[config.mk]
export PLATFORM = sky130hd
export DESIGN_NAME = wide_word_hash_engine
export DESIGN_NICKNAME = d
export VERILOG_FILES = /design/src/rtl/wwh_pkg.sv /design/src/rtl/wwh_ctrl.sv /design/src/rtl/wwh_dp.sv /design/src/rtl/wide_word_hash_engine.sv
export SDC_FILE = /design/constraint.sdc
export NUM_CORES = 2
export LEC_CHECK = 0
export ABC_AREA = 1
export BUFFER_PORTS_ARGS = -buffer_cell sky130_fd_sc_hd__buf_2
export CAP_MARGIN = 0
export CORE_MARGIN = 1.5
export CORE_UTILIZATION = 40
export CTS_CLUSTER_SIZE = 20
export DETAILED_ROUTE_END_ITERATION = 12
export SLEW_MARGIN = 20
export SYNTH_ARGS = -nofsm -noshare
export SYNTH_HDL_FRONTEND = slang
export SYNTH_SLANG_ARGS = --single-unit
[constraint.sdc]
create_clock -name i_clk -period 12.2 [get_ports i_clk]
set_clock_uncertainty 0.15 [all_clocks]
set_input_delay 1.83 -clock i_clk [delete_from_list [all_inputs] [get_ports i_clk]]
set_output_delay 1.83 -clock i_clk [all_outputs]
set_load 0.01 [all_outputs]
[src/rtl/wwh_pkg.sv]
// ============================================================================
// wwh_pkg
// Shared types, constants and helpers for the wide word hash engine.
// ============================================================================
package wwh_pkg;

    localparam int WORD_W         = 64;
    localparam int IDX_W          = 4;
    localparam int CHUNK_WORDS    = 16;
    localparam int ROUNDS_DEFAULT = 12;

    // Initial chaining value.
    localparam logic [WORD_W-1:0] IV_0 = 64'hF3BC_C908_6A64_3376;
    localparam logic [WORD_W-1:0] IV_1 = 64'h6745_2301_1EFC_DB2F;
    localparam logic [WORD_W-1:0] IV_2 = 64'h98BA_DCFE_1032_5476;
    localparam logic [WORD_W-1:0] IV_3 = 64'hC3D2_E1F0_0000_0000;

    // Word 0 of the padding chunk; all other padding words are zero.
    localparam logic [WORD_W-1:0] PAD_WORD = 64'h80;

    // Last index of a chunk.
    localparam logic [IDX_W-1:0] LAST_IDX = 4'hF;

    // Request codes.
    localparam logic REQ_DATA   = 1'b0;
    localparam logic REQ_FINISH = 1'b1;

    // Rotate amounts of the four quarter steps.
    localparam int ROT_P = 7;
    localparam int ROT_T = 9;
    localparam int ROT_S = 13;
    localparam int ROT_Q = 18;

    typedef enum logic [1:0] {
        S_IDLE,
        S_RUN,
        S_FOLD
    } t_state;

    // One round takes five steps: four chained quarter steps and a mix.
    typedef enum logic [2:0] {
        STEP_P,
        STEP_T,
        STEP_S,
        STEP_Q,
        STEP_MIX
    } t_step;

    typedef struct packed {
        logic             wr_en;
        logic [IDX_W-1:0] wr_idx;
        logic             start;
        logic             pad;
        logic             step_en;
        t_step            step;
        logic [1:0]       quarter;
        logic             fold;
        logic             emit;
    } t_cmd;

    typedef struct packed {
        logic out_busy;
    } t_status;

    function automatic logic [WORD_W-1:0] rotr(input logic [WORD_W-1:0] x, input int n);
        return (x >> n) | (x << (WORD_W - n));
    endfunction

endpackage

[src/rtl/wwh_ctrl.sv]
// ============================================================================
// wwh_ctrl
// Sequencer: counts buffered words, starts compressions, steps through the
// rounds and schedules the final fold and digest hand-off.
// ============================================================================
module wwh_ctrl #(
    parameter int ROUNDS = wwh_pkg::ROUNDS_DEFAULT
) (
    input  logic             i_clk,
    input  logic             i_rst_n,
    input  logic             i_in_valid,
    output logic             o_in_ready,
    input  logic             i_req_type,
    input  wwh_pkg::t_status i_status,
    output wwh_pkg::t_cmd    o_cmd
);
    import wwh_pkg::*;

    localparam int RW = ($clog2(ROUNDS) > 2) ? $clog2(ROUNDS) : 2;
    localparam logic [RW-1:0] LAST_ROUND = RW'(ROUNDS - 1);

    t_state           r_state, n_state;
    logic [IDX_W-1:0] r_words, n_words;
    logic [RW-1:0]    r_round, n_round;
    t_step            r_step, n_step;
    logic             r_pad, n_pad;

    logic w_accept;
    logic w_start;
    logic w_fold_ok;

    assign w_accept  = (r_state == S_IDLE) && i_in_valid;
    assign w_start   = w_accept && ((i_req_type == REQ_FINISH) || (r_words == LAST_IDX));
    assign w_fold_ok = !(r_pad && i_status.out_busy);

    // Next state.
    always_comb begin
        n_state = r_state;
        case (r_state)
            S_IDLE: begin
                if (w_start) begin
                    n_state = S_RUN;
                end
            end
            S_RUN: begin
                if (r_step == STEP_MIX && r_round == LAST_ROUND) begin
                    n_state = S_FOLD;
                end
            end
            S_FOLD: begin
                if (w_fold_ok) begin
                    n_state = S_IDLE;
                end
            end
            default: n_state = S_IDLE;
        endcase
    end

    // Outputs.
    always_comb begin
        o_in_ready = 1'b0;
        o_cmd      = '0;
        o_cmd.step = r_step;
        case (r_state)
            S_IDLE: begin
                o_in_ready = 1'b1;
                if (w_accept && i_req_type == REQ_DATA) begin
                    o_cmd.wr_en  = 1'b1;
                    o_cmd.wr_idx = r_words;
                end
                o_cmd.start = w_start;
                o_cmd.pad   = (i_req_type == REQ_FINISH);
            end
            S_RUN: begin
                o_cmd.step_en = 1'b1;
                o_cmd.quarter = r_round[1:0];
            end
            S_FOLD: begin
                o_cmd.fold = w_fold_ok;
                o_cmd.emit = w_fold_ok && r_pad;
            end
            default: o_cmd = '0;
        endcase
    end

    // Counters.
    always_comb begin
        n_words = r_words;
        n_round = r_round;
        n_step  = r_step;
        n_pad   = r_pad;
        if (w_accept) begin
            n_words = (i_req_type == REQ_FINISH) ? '0 : r_words + 1'b1;
        end
        if (w_start) begin
            n_round = '0;
            n_step  = STEP_P;
            n_pad   = (i_req_type == REQ_FINISH);
        end else if (r_state == S_RUN) begin
            if (r_step == STEP_MIX) begin
                n_step  = STEP_P;
                n_round = r_round + 1'b1;
            end else begin
                n_step = t_step'(r_step + 3'd1);
            end
        end
    end

    always_ff @(posedge i_clk) begin
        if (!i_rst_n) begin
            r_state <= S_IDLE;
            r_words <= '0;
            r_round <= '0;
            r_step  <= STEP_P;
            r_pad   <= 1'b0;
        end else begin
            r_state <= n_state;
            r_words <= n_words;
            r_round <= n_round;
            r_step  <= n_step;
            r_pad   <= n_pad;
        end
    end

    a_round_bound: assert property (@(posedge i_clk) disable iff (!i_rst_n)
        r_state == S_RUN |-> r_round <= LAST_ROUND)
        else $error("round counter ran past the last round");

    a_finish_clears: assert property (@(posedge i_clk) disable iff (!i_rst_n)
        w_accept && i_req_type == REQ_FINISH |=> r_words == '0 && r_state == S_RUN)
        else $error("finish did not drop the partial chunk and start padding");

    a_full_chunk: assert property (@(posedge i_clk) disable iff (!i_rst_n)
        w_accept && i_req_type == REQ_DATA && r_words == LAST_IDX |=>
            r_words == '0 && r_state == S_RUN && !r_pad)
        else $error("full chunk did not start a compression");

endmodule

[src/rtl/wwh_dp.sv]
// ============================================================================
// wwh_dp
// Datapath: chunk buffer, chaining value, working words, the shared
// rotate-xor-add unit and the digest output register.
// ============================================================================
module wwh_dp (
    input  logic                       i_clk,
    input  logic                       i_rst_n,
    input  wwh_pkg::t_cmd              i_cmd,
    input  logic [wwh_pkg::WORD_W-1:0] i_data_word,
    input  logic                       i_out_ready,
    output wwh_pkg::t_status           o_status,
    output logic                       o_out_valid,
    output logic [wwh_pkg::WORD_W-1:0] o_digest_0,
    output logic [wwh_pkg::WORD_W-1:0] o_digest_1,
    output logic [wwh_pkg::WORD_W-1:0] o_digest_2,
    output logic [wwh_pkg::WORD_W-1:0] o_digest_3
);
    import wwh_pkg::*;

    logic [WORD_W-1:0] r_buf [CHUNK_WORDS];
    logic [WORD_W-1:0] r_chain [4];
    logic [WORD_W-1:0] r_h [4];
    logic [WORD_W-1:0] r_p, r_t, r_s, r_q;
    logic [WORD_W-1:0] r_dig [4];
    logic              r_pad_mode;
    logic              r_out_valid;

    logic [1:0]        w_k;
    logic [IDX_W-1:0]  w_idx;
    logic [WORD_W-1:0] w_msg;
    logic [WORD_W-1:0] w_addend;
    logic [WORD_W-1:0] w_rot;
    logic [WORD_W-1:0] w_sum;

    // Message word index of each quarter step within the current round.
    always_comb begin
        case (i_cmd.step)
            STEP_P:  w_k = 2'd2;
            STEP_T:  w_k = 2'd3;
            STEP_S:  w_k = 2'd0;
            STEP_Q:  w_k = 2'd1;
            default: w_k = 2'd0;
        endcase
    end

    assign w_idx = {i_cmd.quarter, w_k};
    assign w_msg = r_pad_mode ? ((w_idx == '0) ? PAD_WORD : '0) : r_buf[w_idx];

    // Shared rotate-xor-add unit of the right-rotating lane.
    always_comb begin
        case (i_cmd.step)
            STEP_P: begin
                w_addend = r_h[0];
                w_rot    = rotr(r_h[1] ^ r_h[2] ^ r_h[3] ^ w_msg, ROT_P);
            end
            STEP_T: begin
                w_addend = r_h[3];
                w_rot    = rotr(r_p ^ r_h[1] ^ r_h[2] ^ w_msg, ROT_T);
            end
            STEP_S: begin
                w_addend = r_h[2];
                w_rot    = rotr(r_t ^ r_p ^ r_h[1] ^ w_msg, ROT_S);
            end
            STEP_Q: begin
                w_addend = r_h[1];
                w_rot    = rotr(r_s ^ r_t ^ r_p ^ w_msg, ROT_Q);
            end
            default: begin
                w_addend = '0;
                w_rot    = '0;
            end
        endcase
    end

    assign w_sum = w_addend + w_rot;

    // Chunk buffer.
    always_ff @(posedge i_clk) begin
        if (i_cmd.wr_en) begin
            r_buf[i_cmd.wr_idx] <= i_data_word;
        end
    end

    // Working words.
    always_ff @(posedge i_clk) begin
        if (i_cmd.start) begin
            r_h        <= r_chain;
            r_pad_mode <= i_cmd.pad;
        end else if (i_cmd.step_en) begin
            case (i_cmd.step)
                STEP_P: r_p <= w_sum;
                STEP_T: r_t <= w_sum;
                STEP_S: r_s <= w_sum;
                STEP_Q: r_q <= w_sum;
                STEP_MIX: begin
                    r_h[0] <= r_h[1] + r_p;
                    r_h[1] <= r_h[2] + r_q;
                    r_h[2] <= r_h[3] + r_s;
                    r_h[3] <= r_h[0] + r_t;
                end
                default: r_p <= r_p;
            endcase
        end
    end

    // Chaining value and digest register.
    always_ff @(posedge i_clk) begin
        if (!i_rst_n) begin
            r_chain[0] <= IV_0;
            r_chain[1] <= IV_1;
            r_chain[2] <= IV_2;
            r_chain[3] <= IV_3;
        end else if (i_cmd.fold) begin
            if (i_cmd.emit) begin
                r_chain[0] <= IV_0;
                r_chain[1] <= IV_1;
                r_chain[2] <= IV_2;
                r_chain[3] <= IV_3;
            end else begin
                for (int i = 0; i < 4; i++) begin
                    r_chain[i] <= r_chain[i] ^ r_h[i];
                end
            end
        end
    end

    always_ff @(posedge i_clk) begin
        if (i_cmd.emit) begin
            for (int i = 0; i < 4; i++) begin
                r_dig[i] <= r_chain[i] ^ r_h[i];
            end
        end
    end

    always_ff @(posedge i_clk) begin
        if (!i_rst_n) begin
            r_out_valid <= 1'b0;
        end else if (i_cmd.emit) begin
            r_out_valid <= 1'b1;
        end else if (i_out_ready) begin
            r_out_valid <= 1'b0;
        end
    end

    assign o_status.out_busy = r_out_valid && !i_out_ready;
    assign o_out_valid       = r_out_valid;
    assign o_digest_0        = r_dig[0];
    assign o_digest_1        = r_dig[1];
    assign o_digest_2        = r_dig[2];
    assign o_digest_3        = r_dig[3];

    a_no_overwrite: assert property (@(posedge i_clk) disable iff (!i_rst_n)
        i_cmd.emit |-> !(r_out_valid && !i_out_ready))
        else $error("digest overwritten while the previous one was stalled");

    a_iv_reload: assert property (@(posedge i_clk) disable iff (!i_rst_n)
        i_cmd.emit |=> r_out_valid && r_chain[0] == IV_0 && r_chain[3] == IV_3)
        else $error("digest emit did not reload the IV");

    a_emit_on_fold: assert property (@(posedge i_clk) disable iff (!i_rst_n)
        i_cmd.emit |-> i_cmd.fold && r_pad_mode)
        else $error("digest emitted outside a padding fold");

endmodule

[src/rtl/wide_word_hash_engine.sv]
// ============================================================================
// wide_word_hash_engine
// Hashes a stream of 64-bit little-endian words into a 256-bit digest.
// ============================================================================
// Usage:
//   The input channel (i_in_valid / o_in_ready) carries one beat per item.
//   A beat with i_req_type = data stores i_data_word in the chunk buffer; the
//   sixteenth data beat of a chunk starts a compression. A beat with
//   i_req_type = finish drops any partial chunk, compresses the padding
//   chunk and then presents the digest on the output channel
//   (o_out_valid / i_out_ready) as four 64-bit words.
// Timing:
//   A data beat that does not close a chunk leaves o_in_ready high. A
//   compression uses one shared rotate-xor-add adder, one quarter step per
//   cycle, plus a mix step per round, and then a fold step; o_in_ready is
//   low during that time. After a finish beat the digest is loaded into the
//   output register at the fold step of the padding compression.
// Stalls:
//   The digest sits in an output register, so data beats for the next
//   message are taken while it waits. A second finish holds in its fold
//   step until the previous digest has been taken.
// Reset:
//   Synchronous, active low. The chaining value returns to the IV, the word
//   count to zero and both channels go idle. No clearing pass is needed.
// ============================================================================
module wide_word_hash_engine #(
    parameter int ROUNDS = wwh_pkg::ROUNDS_DEFAULT
) (
    input  logic                       i_clk,
    input  logic                       i_rst_n,
    input  logic                       i_in_valid,
    output logic                       o_in_ready,
    input  logic                       i_req_type,
    input  logic [wwh_pkg::WORD_W-1:0] i_data_word,
    output logic                       o_out_valid,
    input  logic                       i_out_ready,
    output logic [wwh_pkg::WORD_W-1:0] o_digest_0,
    output logic [wwh_pkg::WORD_W-1:0] o_digest_1,
    output logic [wwh_pkg::WORD_W-1:0] o_digest_2,
    output logic [wwh_pkg::WORD_W-1:0] o_digest_3
);
    import wwh_pkg::*;

    // Commands flow from the sequencer to the datapath; the only status
    // returned is whether the digest register holds a digest not yet taken.
    t_cmd    w_cmd;
    t_status w_status;

    wwh_ctrl #(
        .ROUNDS (ROUNDS)
    ) u_ctrl (
        .i_clk      (i_clk),
        .i_rst_n    (i_rst_n),
        .i_in_valid (i_in_valid),
        .o_in_ready (o_in_ready),
        .i_req_type (i_req_type),
        .i_status   (w_status),
        .o_cmd      (w_cmd)
    );

    wwh_dp u_dp (
        .i_clk       (i_clk),
        .i_rst_n     (i_rst_n),
        .i_cmd       (w_cmd),
        .i_data_word (i_data_word),
        .i_out_ready (i_out_ready),
        .o_status    (w_status),
        .o_out_valid (o_out_valid),
        .o_digest_0  (o_digest_0),
        .o_digest_1  (o_digest_1),
        .o_digest_2  (o_digest_2),
        .o_digest_3  (o_digest_3)
    );

endmodule
==> reports/results.ini <==
[outcome]
status=complete, no violations

[grt]
grtUsageTotal=0.3566
overflow=0
grt_max_degree=185
grt_pass1_vias=84460
grt_pass1_wl_um=678700
antenna_found_initial=58

[power]
peakVddDrop_mv=0.1360
p_seq_frac=0.413
p_sw_frac=0.3423
pwr-share-comb=0.237
p_sw_mw=6.980
total_power_mw=20.39
leakagePower_nw=44.42
cellPowerDensity_nw_per_um2=167.6
clockPowerShare=0.350
p_int_mw=13.41

[timing]
tightest_slew_ps=1413
hold_violations=0
min_period_over_period=0.7552
rsz0062_at_grt=no
fin_tns_setup_ps=0
fmax_ghz=0.1085
maxSlewViolCount=0
worst_slack_ps=2987
hold_ws_ps=340.7
setup_viol=0
period_minus_slack_ps=9213
slew_headroom=0.05772

[logic_synthesis]
syn-num-nets=11690
synthDistinctLibCells=54
synth_top_cells_by_count=nand2_1, edfxtp_1, o21ai_0
ys.flop_type=edfxtp_1
synth.largest_area_cell=edfxtp_1
netlist_area_um2=108400
seq_area_frac_synth=0.5470
synth_top_area_share=0.4969
syn_area_per_cell_um2=9.589
synth.most_common_cell=nand2_1
synth_edf_count=1793
async_flop_share=0
ys_ff_latch=2064
synth_cells=11300
yosysWarnings=0
netlist_top_cells_area=edfxtp_1, nand2_1, dfxtp_1, o21ai_0, xor2_1

[cts]
root_buffer=clkbuf_16
holdBufCountCts=0
cts_buffers=228
cts_resized=0
clock_latency_ps=950
cts_sinks=2064
htreeDepth=4
clk_pin_slew_worst_paths_ps=60
cts_tree=built
post_cts_buffers=0
clockBufferDepth=4

[worst_setup_path]
worstPathRequired_ps=12580
arrival_ps=9600
cp_slowest_cell=o21ai_0
crit_family=simple AND/OR/NAND/NOR gates
crit_type=reg -> reg
worst_setup_path_end_kind=flip-flop
worstSetupStartpointType=flip-flop
crit_fanout=184
cp_num_buf_inv=3
crit_path_frequent_cell=nand2_1
crit_path_max_incr_delay_ps=960

[worst_hold_path]
min_path_type=reg -> reg

[floorplanning]
fp.dieH_um=523.5
die_w_um=523.5
start_util=0.4033
ios=327
dieArea_um2=274000
rows=190
coreArea_um2=268600

[placement]
hpwl_um=376000
dp_cells=14920
portBuffers=326
gp_congestion=1.133
place_ws_ps=3322
place_area_um2=114000

[cells_and_area]
utilization=0.4530
area.growth.synth_to_final_pct=12.31
fin_cells=15360
drive_gt1_frac=0.08958
stdcell_area_um2=121700
nets=11990

[drt]
dr.pass1.iters=7
wl_per_cell_um=32.67
via_per_inst=5.915
route.detailed.drc=0
routed_wl_um=501800
drt_iter0_markers=12000
postRouteAntennaNets=0
vias=90860

[flow_run]
drv_cap=0

power by group through the flow:
stage / clock (mW) / sequential [mW] / combinational, mW
CTS: 7.20 / 8.40 / 4.63
global placement: 0 / 8.55 / 4.59
detailed placement: 0 / 8.55 / 4.60
floorplan: 0 / 8.43 / 2.50
global route: 7.44 / 8.42 / 4.99
finish: 7.13 / 8.42 / 4.84
final timing paths:
| check | depth (start not counted) | startpoint | to | slack [ps] |
|---|---|---|---|---|
| worst max-delay path | 26 | u_ctrl.r_state[0]$_SDFFE_PN0P_ | u_dp.r_q[54]$_DFFE_PP_ | 2990 |
| worst min-delay path | 2 | u_dp.r_chain[0]$_SDFFE_PN0P_ | u_dp.r_chain[0]$_SDFFE_PN0P_ | 340 |
| worst max register to register | 26 | u_ctrl.r_state[0]$_SDFFE_PN0P_ | u_dp.r_q[54]$_DFFE_PP_ | 2990 |
| worst min register to register | 2 | u_dp.r_chain[0]$_SDFFE_PN0P_ | u_dp.r_chain[0]$_SDFFE_PN0P_ | 340 |
cells by family (layout without fill, tap and decap cells):
group / Yosys count / count (layout) / synth area share
simple gates: 4298 / 4298 / 0.1697
compound gates: 2480 / 2480 / 0.1289
flops: 2064 / 2064 / 0.5470
buf+inv: 1305 / 1793 / 0.04937
xor+xnor: 808 / 808 / 0.06531
fa+ha+maj: 324 / 324 / 0.03776
mux: 21 / 21 / 0.001940
other cells: 0 / 19 / 0
cell usage in the layout (no fill, tap or decap), drive strengths merged, types with 23 or more instances in the layout:
cell / count
a21o: 56
a21oi: 750
a22oi: 63
a31oi: 300
buf: 488
bufinv: 23
clkbuf: 288
clkinv: 85
dfxtp: 271
edfxtp: 1793
ha: 319
inv: 897
nand2: 2327
nand3: 857
nand4: 144
nor2: 705
nor3: 47
nor4: 24
o211ai: 41
o21ai: 925
o21bai: 153
o22ai: 113
or2: 161
xnor2: 293
xor2: 515
flip-flops by register name, summed over array words and instances, names as in the netlist:
register and cells:
u_ctrl.r_pad 1, u_ctrl.r_round 4, u_ctrl.r_state 2, u_ctrl.r_step 3, u_ctrl.r_words 4, u_dp.o_out_valid 1
u_dp.r_buf 1024, u_dp.r_chain 256, u_dp.r_dig 256, u_dp.r_h 256, u_dp.r_p 64, u_dp.r_pad_mode 1
u_dp.r_q 64, u_dp.r_s 64, u_dp.r_t 64
layer usage:
layer,track usage,up-vias,routed length [µm]
met5,0,-,223
li1,-,40210,-
met3,0.06432,880,46450
met2,0.5540,4916,222000
met4,0.1998,34,33150
met1,0.4704,44810,200000
worst reg2reg max path, cell delays in order, from the launching register on:
cell	delay [ps]
dfxtp_1	800
nand2_4	290
nand3_4	440
buf_4	810
clkinv_8	680
buf_12	1030
o21ai_0	330
nand3_1	110
nand3_1	100
nand2_1	270
nand2_2	250
a21oi_1	120
nor2_1	170
nand2_1	80
ha_1	340
nand3_1	80
nand2_1	130
nand2_1	70
nand2_1	120
a21o_1	270
a21boi_0	310
o21ai_0	960
nand2_1	100
nand2_1	210
nand3_1	200
nand3_1	120
nand2_1	300
final cells by class:
cell class / instances / area (µm²)
multi-input cells: 7931 / 44030
repair buffers: 488 / 2945
fillers: 25520 / 146900
clock inverters: 136 / 1488
well taps: 3552 / 4444
flip-flops and latches: 2064 / 59270
clock buffers: 288 / 6103
inverters: 881 / 3361
diodes: 19 / 47.55
(Power assumes the default switching activity.)
